===== src/sv/somr_pkg.sv =====
`default_nettype none

package somr_pkg;

    // matrix limits
    localparam int MAX_ROWS    = 8;
    localparam int MAX_COLS    = 8;
    localparam int STORE_DEPTH = MAX_ROWS * MAX_COLS;

    // field and index widths
    localparam int DATA_W  = 32;
    localparam int DIM_W   = 4;
    localparam int CIDX_W  = 2;
    localparam int ROW_W   = (MAX_ROWS > 1) ? $clog2(MAX_ROWS) : 1;
    localparam int COL_W   = (MAX_COLS > 1) ? $clog2(MAX_COLS) : 1;
    localparam int ADDR_W  = (STORE_DEPTH > 1) ? $clog2(STORE_DEPTH) : 1;
    localparam int CNT_W   = ADDR_W + 1;
    localparam int TOTAL_W = 2 * DIM_W;
    localparam int PROD_W  = ROW_W + DIM_W + 1;

    // register indexes
    localparam logic [CIDX_W-1:0] REG_ROW_COUNT    = CIDX_W'(0);
    localparam logic [CIDX_W-1:0] REG_COLUMN_COUNT = CIDX_W'(1);

    typedef logic [DIM_W-1:0]   t_dim;
    typedef logic [TOTAL_W-1:0] t_total;
    typedef logic [ADDR_W-1:0]  t_addr;

    typedef enum logic {
        ST_LOAD,
        ST_EMIT
    } t_state;

    typedef enum logic [1:0] {
        DIR_RIGHT,
        DIR_DOWN,
        DIR_LEFT,
        DIR_UP
    } t_dir;

    // control from the top level to the spiral address generator
    typedef struct packed {
        logic   start;
        logic   step;
        t_dim   rows;
        t_dim   cols;
        t_total total;
    } t_gen_ctl;

    // zero acts as one, anything above the limit acts as the limit
    function automatic t_dim clamp_dim(input t_dim v, input t_dim maxv);
        t_dim res;
        if (v == '0) begin
            res = t_dim'(1);
        end else if (v > maxv) begin
            res = maxv;
        end else begin
            res = v;
        end
        return res;
    endfunction

endpackage

`default_nettype wire


===== src/sv/spiral_order_matrix_reader_unit.sv =====
`default_nettype none

// channel   direction  handshake          payload
// element   in         i_valid / o_stall  i_element_value
// spiral    out        o_valid / i_stall  o_spiral_value, o_last_of_run
// config    in         i_cfg_wr_en        i_cfg_index, i_cfg_wr_data
//
// each element is written to the store as it is accepted; the final element of a
// matrix starts a spiral read-out of rows*cols store reads through the single
// read port, one read a cycle while the output queue has room.
// each read passes through r_mem_q and the output queue to o_spiral_value.
// synchronous active-low reset clears counts and state; the store is not cleared.
// i_stall throttles reads through a two-entry output queue; o_stall is high
// while the spiral reads are issued.

module spiral_order_matrix_reader_unit (
    input  wire logic                           i_clk,
    input  wire logic                           i_rst_n,
    input  wire logic                           i_valid,
    output logic                                o_stall,
    input  wire logic signed [somr_pkg::DATA_W-1:0] i_element_value,
    output logic                                o_valid,
    input  wire logic                           i_stall,
    output logic signed [somr_pkg::DATA_W-1:0]  o_spiral_value,
    output logic                                o_last_of_run,
    input  wire logic                           i_cfg_wr_en,
    input  wire logic [somr_pkg::CIDX_W-1:0]    i_cfg_index,
    input  wire logic [somr_pkg::DIM_W-1:0]     i_cfg_wr_data
);
    import somr_pkg::*;

    t_state            r_state, n_state;
    t_dim              r_row_count, r_column_count;
    t_dim              w_rows, w_cols;
    t_total            w_total;
    logic [CNT_W-1:0]  r_load_count, w_load_next;
    logic              w_in_fire, w_load_done, w_issue, w_push, w_pop;
    t_gen_ctl          w_gen_ctl;
    t_addr             w_rd_addr;
    logic              w_gen_last;
    logic [DATA_W-1:0] r_store [STORE_DEPTH];
    logic [DATA_W-1:0] r_mem_q;
    logic              r_rd_valid, r_rd_last;
    logic [DATA_W-1:0] r_q_value [2];
    logic              r_q_last [2];
    logic              r_q_wr_ptr, r_q_rd_ptr;
    logic [1:0]        r_q_count;
    logic [2:0]        w_occ;

    // matrix size in use
    always_comb begin
        w_rows  = clamp_dim(r_row_count, DIM_W'(MAX_ROWS));
        w_cols  = clamp_dim(r_column_count, DIM_W'(MAX_COLS));
        w_total = TOTAL_W'(w_rows * w_cols);
    end

    // load counting
    always_comb begin
        w_in_fire   = i_valid && !o_stall;
        w_load_next = r_load_count + CNT_W'(1);
        w_load_done = (TOTAL_W'(w_load_next) >= w_total);
    end

    // queue occupancy once this cycle settles, reads in flight included
    always_comb begin
        w_pop  = o_valid && !i_stall;
        w_push = r_rd_valid;
        w_occ  = 3'(r_q_count) + 3'(r_rd_valid) - 3'(w_pop);
    end

    // next state
    always_comb begin
        n_state = r_state;
        case (r_state)
            ST_LOAD: begin
                if (w_in_fire && w_load_done) begin
                    n_state = ST_EMIT;
                end
            end
            ST_EMIT: begin
                if (w_issue && w_gen_last) begin
                    n_state = ST_LOAD;
                end
            end
            default: begin
                n_state = ST_LOAD;
            end
        endcase
    end

    // state outputs
    always_comb begin
        o_stall         = 1'b1;
        w_issue         = 1'b0;
        w_gen_ctl.start = 1'b0;
        case (r_state)
            ST_LOAD: begin
                o_stall         = 1'b0;
                w_gen_ctl.start = w_in_fire && w_load_done;
            end
            ST_EMIT: begin
                w_issue = (w_occ < 3'd2);
            end
            default: begin
                o_stall = 1'b1;
            end
        endcase
        w_gen_ctl.step  = w_issue;
        w_gen_ctl.rows  = w_rows;
        w_gen_ctl.cols  = w_cols;
        w_gen_ctl.total = w_total;
    end

    somr_spiral_gen u_gen (
        .i_clk   (i_clk),
        .i_rst_n (i_rst_n),
        .i_ctl   (w_gen_ctl),
        .o_addr  (w_rd_addr),
        .o_last  (w_gen_last)
    );

    // control registers and config writes
    always_ff @(posedge i_clk) begin
        if (!i_rst_n) begin
            r_state        <= ST_LOAD;
            r_row_count    <= t_dim'(1);
            r_column_count <= t_dim'(1);
            r_load_count   <= '0;
        end else begin
            r_state <= n_state;
            if (i_cfg_wr_en && (i_cfg_index == REG_ROW_COUNT)) begin
                r_row_count  <= i_cfg_wr_data;
                r_load_count <= '0;
            end else if (i_cfg_wr_en && (i_cfg_index == REG_COLUMN_COUNT)) begin
                r_column_count <= i_cfg_wr_data;
                r_load_count   <= '0;
            end else if (w_in_fire) begin
                r_load_count <= w_load_done ? '0 : w_load_next;
            end
        end
    end

    // element store, one write and one registered read port
    always_ff @(posedge i_clk) begin
        if (w_in_fire) begin
            r_store[r_load_count[ADDR_W-1:0]] <= i_element_value;
        end
        if (w_issue) begin
            r_mem_q <= r_store[w_rd_addr];
        end
    end

    // read tracking
    always_ff @(posedge i_clk) begin
        if (!i_rst_n) begin
            r_rd_valid <= 1'b0;
        end else begin
            r_rd_valid <= w_issue;
        end
        r_rd_last <= w_issue && w_gen_last;
    end

    // two-entry output queue
    always_ff @(posedge i_clk) begin
        if (!i_rst_n) begin
            r_q_wr_ptr <= 1'b0;
            r_q_rd_ptr <= 1'b0;
            r_q_count  <= '0;
        end else begin
            if (w_push) begin
                r_q_wr_ptr <= !r_q_wr_ptr;
            end
            if (w_pop) begin
                r_q_rd_ptr <= !r_q_rd_ptr;
            end
            r_q_count <= 2'(3'(r_q_count) + 3'(w_push) - 3'(w_pop));
        end
        if (w_push) begin
            r_q_value[r_q_wr_ptr] <= r_mem_q;
            r_q_last[r_q_wr_ptr]  <= r_rd_last;
        end
    end

    // result transaction
    always_comb begin
        o_valid        = (r_q_count != '0);
        o_spiral_value = r_q_value[r_q_rd_ptr];
        o_last_of_run  = r_q_last[r_q_rd_ptr];
    end

endmodule

`default_nettype wire


===== src/sv/somr_spiral_gen.sv =====
`default_nettype none

module somr_spiral_gen (
    input  wire logic              i_clk,
    input  wire logic              i_rst_n,
    input  wire somr_pkg::t_gen_ctl i_ctl,
    output somr_pkg::t_addr        o_addr,
    output logic                   o_last
);
    import somr_pkg::*;

    logic [ROW_W-1:0] r_row, n_row, r_top, n_top, r_bot, n_bot;
    logic [COL_W-1:0] r_col, n_col, r_left, n_left, r_right, n_right;
    t_dir             r_dir, n_dir;
    t_addr            r_remain, n_remain;
    t_dim             r_cols, n_cols;
    logic [PROD_W-1:0] w_prod;

    // store address of the current coordinate
    always_comb begin
        w_prod = PROD_W'(r_row * r_cols);
        o_addr = ADDR_W'(w_prod + PROD_W'(r_col));
        o_last = (r_remain == '0);
    end

    // walk one coordinate along the spiral, turning at a bound
    always_comb begin
        n_row    = r_row;
        n_col    = r_col;
        n_top    = r_top;
        n_bot    = r_bot;
        n_left   = r_left;
        n_right  = r_right;
        n_dir    = r_dir;
        n_remain = r_remain;
        n_cols   = r_cols;
        if (i_ctl.start) begin
            n_row    = '0;
            n_col    = '0;
            n_top    = '0;
            n_bot    = ROW_W'(i_ctl.rows - t_dim'(1));
            n_left   = '0;
            n_right  = COL_W'(i_ctl.cols - t_dim'(1));
            n_dir    = DIR_RIGHT;
            n_remain = ADDR_W'(i_ctl.total - t_total'(1));
            n_cols   = i_ctl.cols;
        end else if (i_ctl.step) begin
            n_remain = r_remain - t_addr'(1);
            case (r_dir)
                DIR_RIGHT: begin
                    if (r_col == r_right) begin
                        n_dir = DIR_DOWN;
                        n_top = r_top + ROW_W'(1);
                        n_row = r_row + ROW_W'(1);
                    end else begin
                        n_col = r_col + COL_W'(1);
                    end
                end
                DIR_DOWN: begin
                    if (r_row == r_bot) begin
                        n_dir   = DIR_LEFT;
                        n_right = r_right - COL_W'(1);
                        n_col   = r_col - COL_W'(1);
                    end else begin
                        n_row = r_row + ROW_W'(1);
                    end
                end
                DIR_LEFT: begin
                    if (r_col == r_left) begin
                        n_dir = DIR_UP;
                        n_bot = r_bot - ROW_W'(1);
                        n_row = r_row - ROW_W'(1);
                    end else begin
                        n_col = r_col - COL_W'(1);
                    end
                end
                DIR_UP: begin
                    if (r_row == r_top) begin
                        n_dir  = DIR_RIGHT;
                        n_left = r_left + COL_W'(1);
                        n_col  = r_col + COL_W'(1);
                    end else begin
                        n_row = r_row - ROW_W'(1);
                    end
                end
                default: begin
                    n_dir = DIR_RIGHT;
                end
            endcase
        end
    end

    // walk registers
    always_ff @(posedge i_clk) begin
        if (!i_rst_n) begin
            r_dir    <= DIR_RIGHT;
            r_remain <= '0;
        end else begin
            r_dir    <= n_dir;
            r_remain <= n_remain;
        end
        r_row   <= n_row;
        r_col   <= n_col;
        r_top   <= n_top;
        r_bot   <= n_bot;
        r_left  <= n_left;
        r_right <= n_right;
        r_cols  <= n_cols;
    end

endmodule

`default_nettype wire


===== config.mk =====
export PLATFORM = sky130hd
export DESIGN_NAME = spiral_order_matrix_reader_unit
export DESIGN_NICKNAME = d
export VERILOG_FILES = /design/src/sv/somr_pkg.sv /design/src/sv/spiral_order_matrix_reader_unit.sv /design/src/sv/somr_spiral_gen.sv
export SDC_FILE = /design/constraint.sdc
export NUM_CORES = 2
export LEC_CHECK = 0
export ABC_AREA = 1
export BUFFER_PORTS_ARGS = -buffer_cell sky130_fd_sc_hd__buf_2
export CORE_MARGIN = 2
export CORE_UTILIZATION = 50
export CTS_CLUSTER_DIAMETER = 30
export CTS_CLUSTER_SIZE = 12
export DETAILED_ROUTE_END_ITERATION = 10
export PLACE_DENSITY = 0.75
export SETUP_SLACK_MARGIN = 0.3
export SLEW_MARGIN = 20
export SYNTH_ARGS = -nofsm -noshare
export SYNTH_HDL_FRONTEND = slang
export SYNTH_SLANG_ARGS = --single-unit

===== constraint.sdc =====
create_clock -name i_clk -period 10.97 [get_ports i_clk]
set_input_delay 0.5485 -clock i_clk [delete_from_list [all_inputs] [get_ports i_clk]]
set_output_delay 0.5485 -clock i_clk [all_outputs]
set_load 0.03 [all_outputs]

==> impl_metrics.tcl <==
set metrics [dict create \
    first_iter_violations 9417 \
    synthesis.yosys.warnings 0 \
    global_route_wire_length_before_repair_um 360000 \
    port-buffer-count 77 \
    detail_route.vias_per_cell 6.34 \
    mean_post_synth_cell_area_sq_um 13.3 \
    fp.dieW_um 422 \
    number_of_synthesized_flops_with_an_enable_pin 2156 \
    wl_per_cell_um 26.5 \
    vias 59100 \
    worstPathArrival_ns 7.08 \
    placed_cells_incl_taps 8637 \
    critPathMaxFanout 235 \
    die_area_sq_um 178000 \
    antenna_found_initial 13 \
    max_stage_delay_ns 0.86 \
    crit_family "buffers and inverters" \
    mappedNetlistArea_sq_um 87300 \
    finalWorstSetupSlack_ns 4.63 \
    clockRootBuffer "clkbuf_16" \
    critical_path.startpoint_type "flip-flop" \
    preCtsSetupSlack_ns 4.92 \
    layout-drive-gt1-share_pct 12.8 \
    yosys_register_bits 2199 \
    detailed_place.area_sq_um 89900 \
    layout_commonest_cell "edfxtp_1" \
    final_core_util_pct 59.0 \
    number_of_global_route_vias_before_repair 57400 \
    crit_slowest_cell "o32ai_1" \
    gp_routability_congestion 0.859 \
    groute.usage.overall_pct 26.9 \
    fin_crit_sh_pct 57.8 \
    grt_max_degree 236 \
    setup_violating_endpoint_count_in_the_final_report 0 \
    timing_worst_slew_pin_value_ns 1.28 \
    starting_density_pct 50.3 \
    layout_cell_area_excl_fill_sq_um 102000 \
    highest_achievable_clock_rate_mhz 158 \
    report.final.slew_viol_count 0 \
    synth.net_count 6684 \
    cts_tree "yes" \
    synth-async-reset-ratio_pct 0 \
    cts.reportedPaths.clkPinSlew_ns 0.06 \
    criticalPathCategory "flip-flop to flip-flop" \
    ordered_cell_list_for_the_critical_path "nand2_1 -> inv_1 -> ha_4 -> buf_4 -> buf_12 -> buf_4 -> o21ai_0 -> o22ai_1 -> nor2_1 -> o32ai_1 -> o21ai_0 -> o22ai_1" \
    area.growth.synth_to_final_pct 17.3 \
    clock_tree_skew_after_final_layout_ns 0.0733 \
    wl_um 247000 \
    timing.critical_path.required_ns 11.72 \
    critPathCaptureType "flip-flop" \
    tritoncts_num_sinks 2199 \
    rsz0062_at_grt "false" \
    synth_cells 6589 \
    cap_viol_max_count 0 \
    timing.slew.headroom_pct 14.1 \
    top_level_ports 78 \
    globalRouteOverflowTotal 0 \
    leakagePower_nw 33.7 \
    drc 0 \
    cts_buffers 371 \
    worst_hold_path_class "input port to flip-flop" \
    seq_area_frac_synth_pct 75.1 \
    timing.critical_path.buf_inv 4 \
    final.min_clock_period_ns 6.34 \
    mostFrequentLayoutCells "2156 x edfxtp_1, 1434 x nor2_1, 1232 x o21ai_0, 586 x o22ai_1, 377 x clkbuf_16" \
    cts-root-to-sink-buffers 4 \
    floorplan.rows 153 \
    timing_hold_violations_final 0 \
    ff2ff_setup_slack_ns 4.63 \
    die_h_um 422 \
    synth.distinct_cells 47 \
    fin_nets 6794 \
    layoutNonFillerInstCount 9318 \
    peakVddDrop_mv 0.300 \
    setup-tns-final_ns 0 \
    status "complete, no violations" \
    synthFlopType "edfxtp_1" \
    detail-route-antenna-nets 0 \
    core_area_sq_um 174000 \
    detailed_routing_iteration_count_for_the_pre_antenna_repair_pass 7 \
    power.density_nw_per_um2 291 \
    clock_tree.htree_level_count 5 \
    clk_latency_ns 0.96 \
    place.detailed.hpwl_um 119000 \
]
-- cell type report --
class                           instances  area, sq um
Fill cell                           12300        71200
Sequential cell                      2199        65600
Inverter                              115          468
Clock inverter                        247         2770
Clock buffer                          414         9570
Tap cell                             2325         2910
Multi-Input combinational cell       3814        19600
Timing Repair Buffer                  198         1520
Antenna cell                            6         15.0
-- what timing repair did --
item | CTS | global route
hold endpoints to repair | 11 | 10
setup endpoints to repair | 0 | 0
hold buffers | 9 | 1
setup buffers | 0 | 0
gates resized for setup | 0 | 0
-- power by group --
group	switching (mW)	internal, mW
clock network	3.99	7.44
logic	6.42	2.35
registers	0.119	9.48
total	10.5	19.3
-- worst reg2reg max path: stages (launching register included) --
cell and delay [ns]:
dfxtp_1 0.53, nand2_1 0.09, inv_1 0.11, ha_4 0.67, buf_4 0.85, buf_12 0.75, buf_4 1.08, o21ai_0 0.24
o22ai_1 0.23, nor2_1 0.06, o32ai_1 0.86, o21ai_0 0.43, o22ai_1 0.27
-- stage by stage --
stage | hold slack (ns) | total power, mW
after floorplan | 0.404 | 15.5
after detailed placement | 0.432 | 18.1
after global routing | 0.00307 | 30.8
after CTS | 0.0374 | 29.5
after global placement | 0.432 | 17.8
final | 0.00869 | 29.8
-- flip-flops by register name, indices dropped and copies added, names as in the netlist, 3 cells and up, named ones only --
register,flops
u_gen.r_row,3
r_mem_q,32
u_gen.r_right,3
r_store,2048
u_gen.r_col,3
u_gen.r_cols,4
r_q_value,64
r_row_count,4
u_gen.r_left,3
r_column_count,4
u_gen.r_bot,3
u_gen.r_remain,6
r_load_count,7
u_gen.r_top,3
-- cells in the mapped netlist (4+ instances only) --
library cell	number	area share [%]
a21boi_1	4	0.034
a21oi_1	31	0.18
buf_1	7	0.030
buf_2	123	0.70
buf_4	29	0.25
buf_6	29	0.37
clkbuf_1	269	1.2
dfxtp_1	43	0.99
edfxtp_1	2156	74
fa_1	11	0.25
ha_1	41	0.59
inv_1	111	0.48
mux2_2	37	0.48
nand2_1	136	0.58
nand3_1	27	0.15
nand4_1	12	0.086
nor2_1	1498	6.4
o211ai_1	9	0.077
o21ai_0	1232	7.1
o21ai_1	50	0.29
o221ai_1	5	0.050
o22ai_1	586	4.2
o32ai_1	71	0.71
xnor2_1	25	0.25
xor2_1	12	0.12
-- worst paths after layout --
check | startpoint | depth (start not counted) | end
max | u_gen.r_row[0]$_SDFFE_PN0P_ | 12 | r_mem_q[16]$_DFFE_PP_
min | i_element_value[26] | 1 | r_store[0][26]$_DFFE_PP_
max reg2reg | u_gen.r_row[0]$_SDFFE_PN0P_ | 12 | r_mem_q[16]$_DFFE_PP_
min reg2reg | r_rd_last$_DFF_P_ | 0 | r_q_last[0]$_DFFE_PP_
-- layer usage --
layer  GRT usage [%]  vias up  routed length (um)
li1                -    24900                   -
met1            34.5    28800               86700
met2            42.0     4569              114000
met3            8.25      821               34700
met4            12.4       10               11300
met5               0        -                  57
-- cell families (layout without fill, tap and decap cells) --
group	Yosys count	count (layout)	synth area share (%)
buf+inv	576	974	3.09
mux	37	37	0.477
xor+xnor	38	38	0.390
fa+ha+maj	52	52	0.840
simple gates	1689	1689	7.38
flops	2199	2199	75.1
compound gates	1998	1998	12.7
other cells	0	6	0
Power figures use the tool's default switching activity.
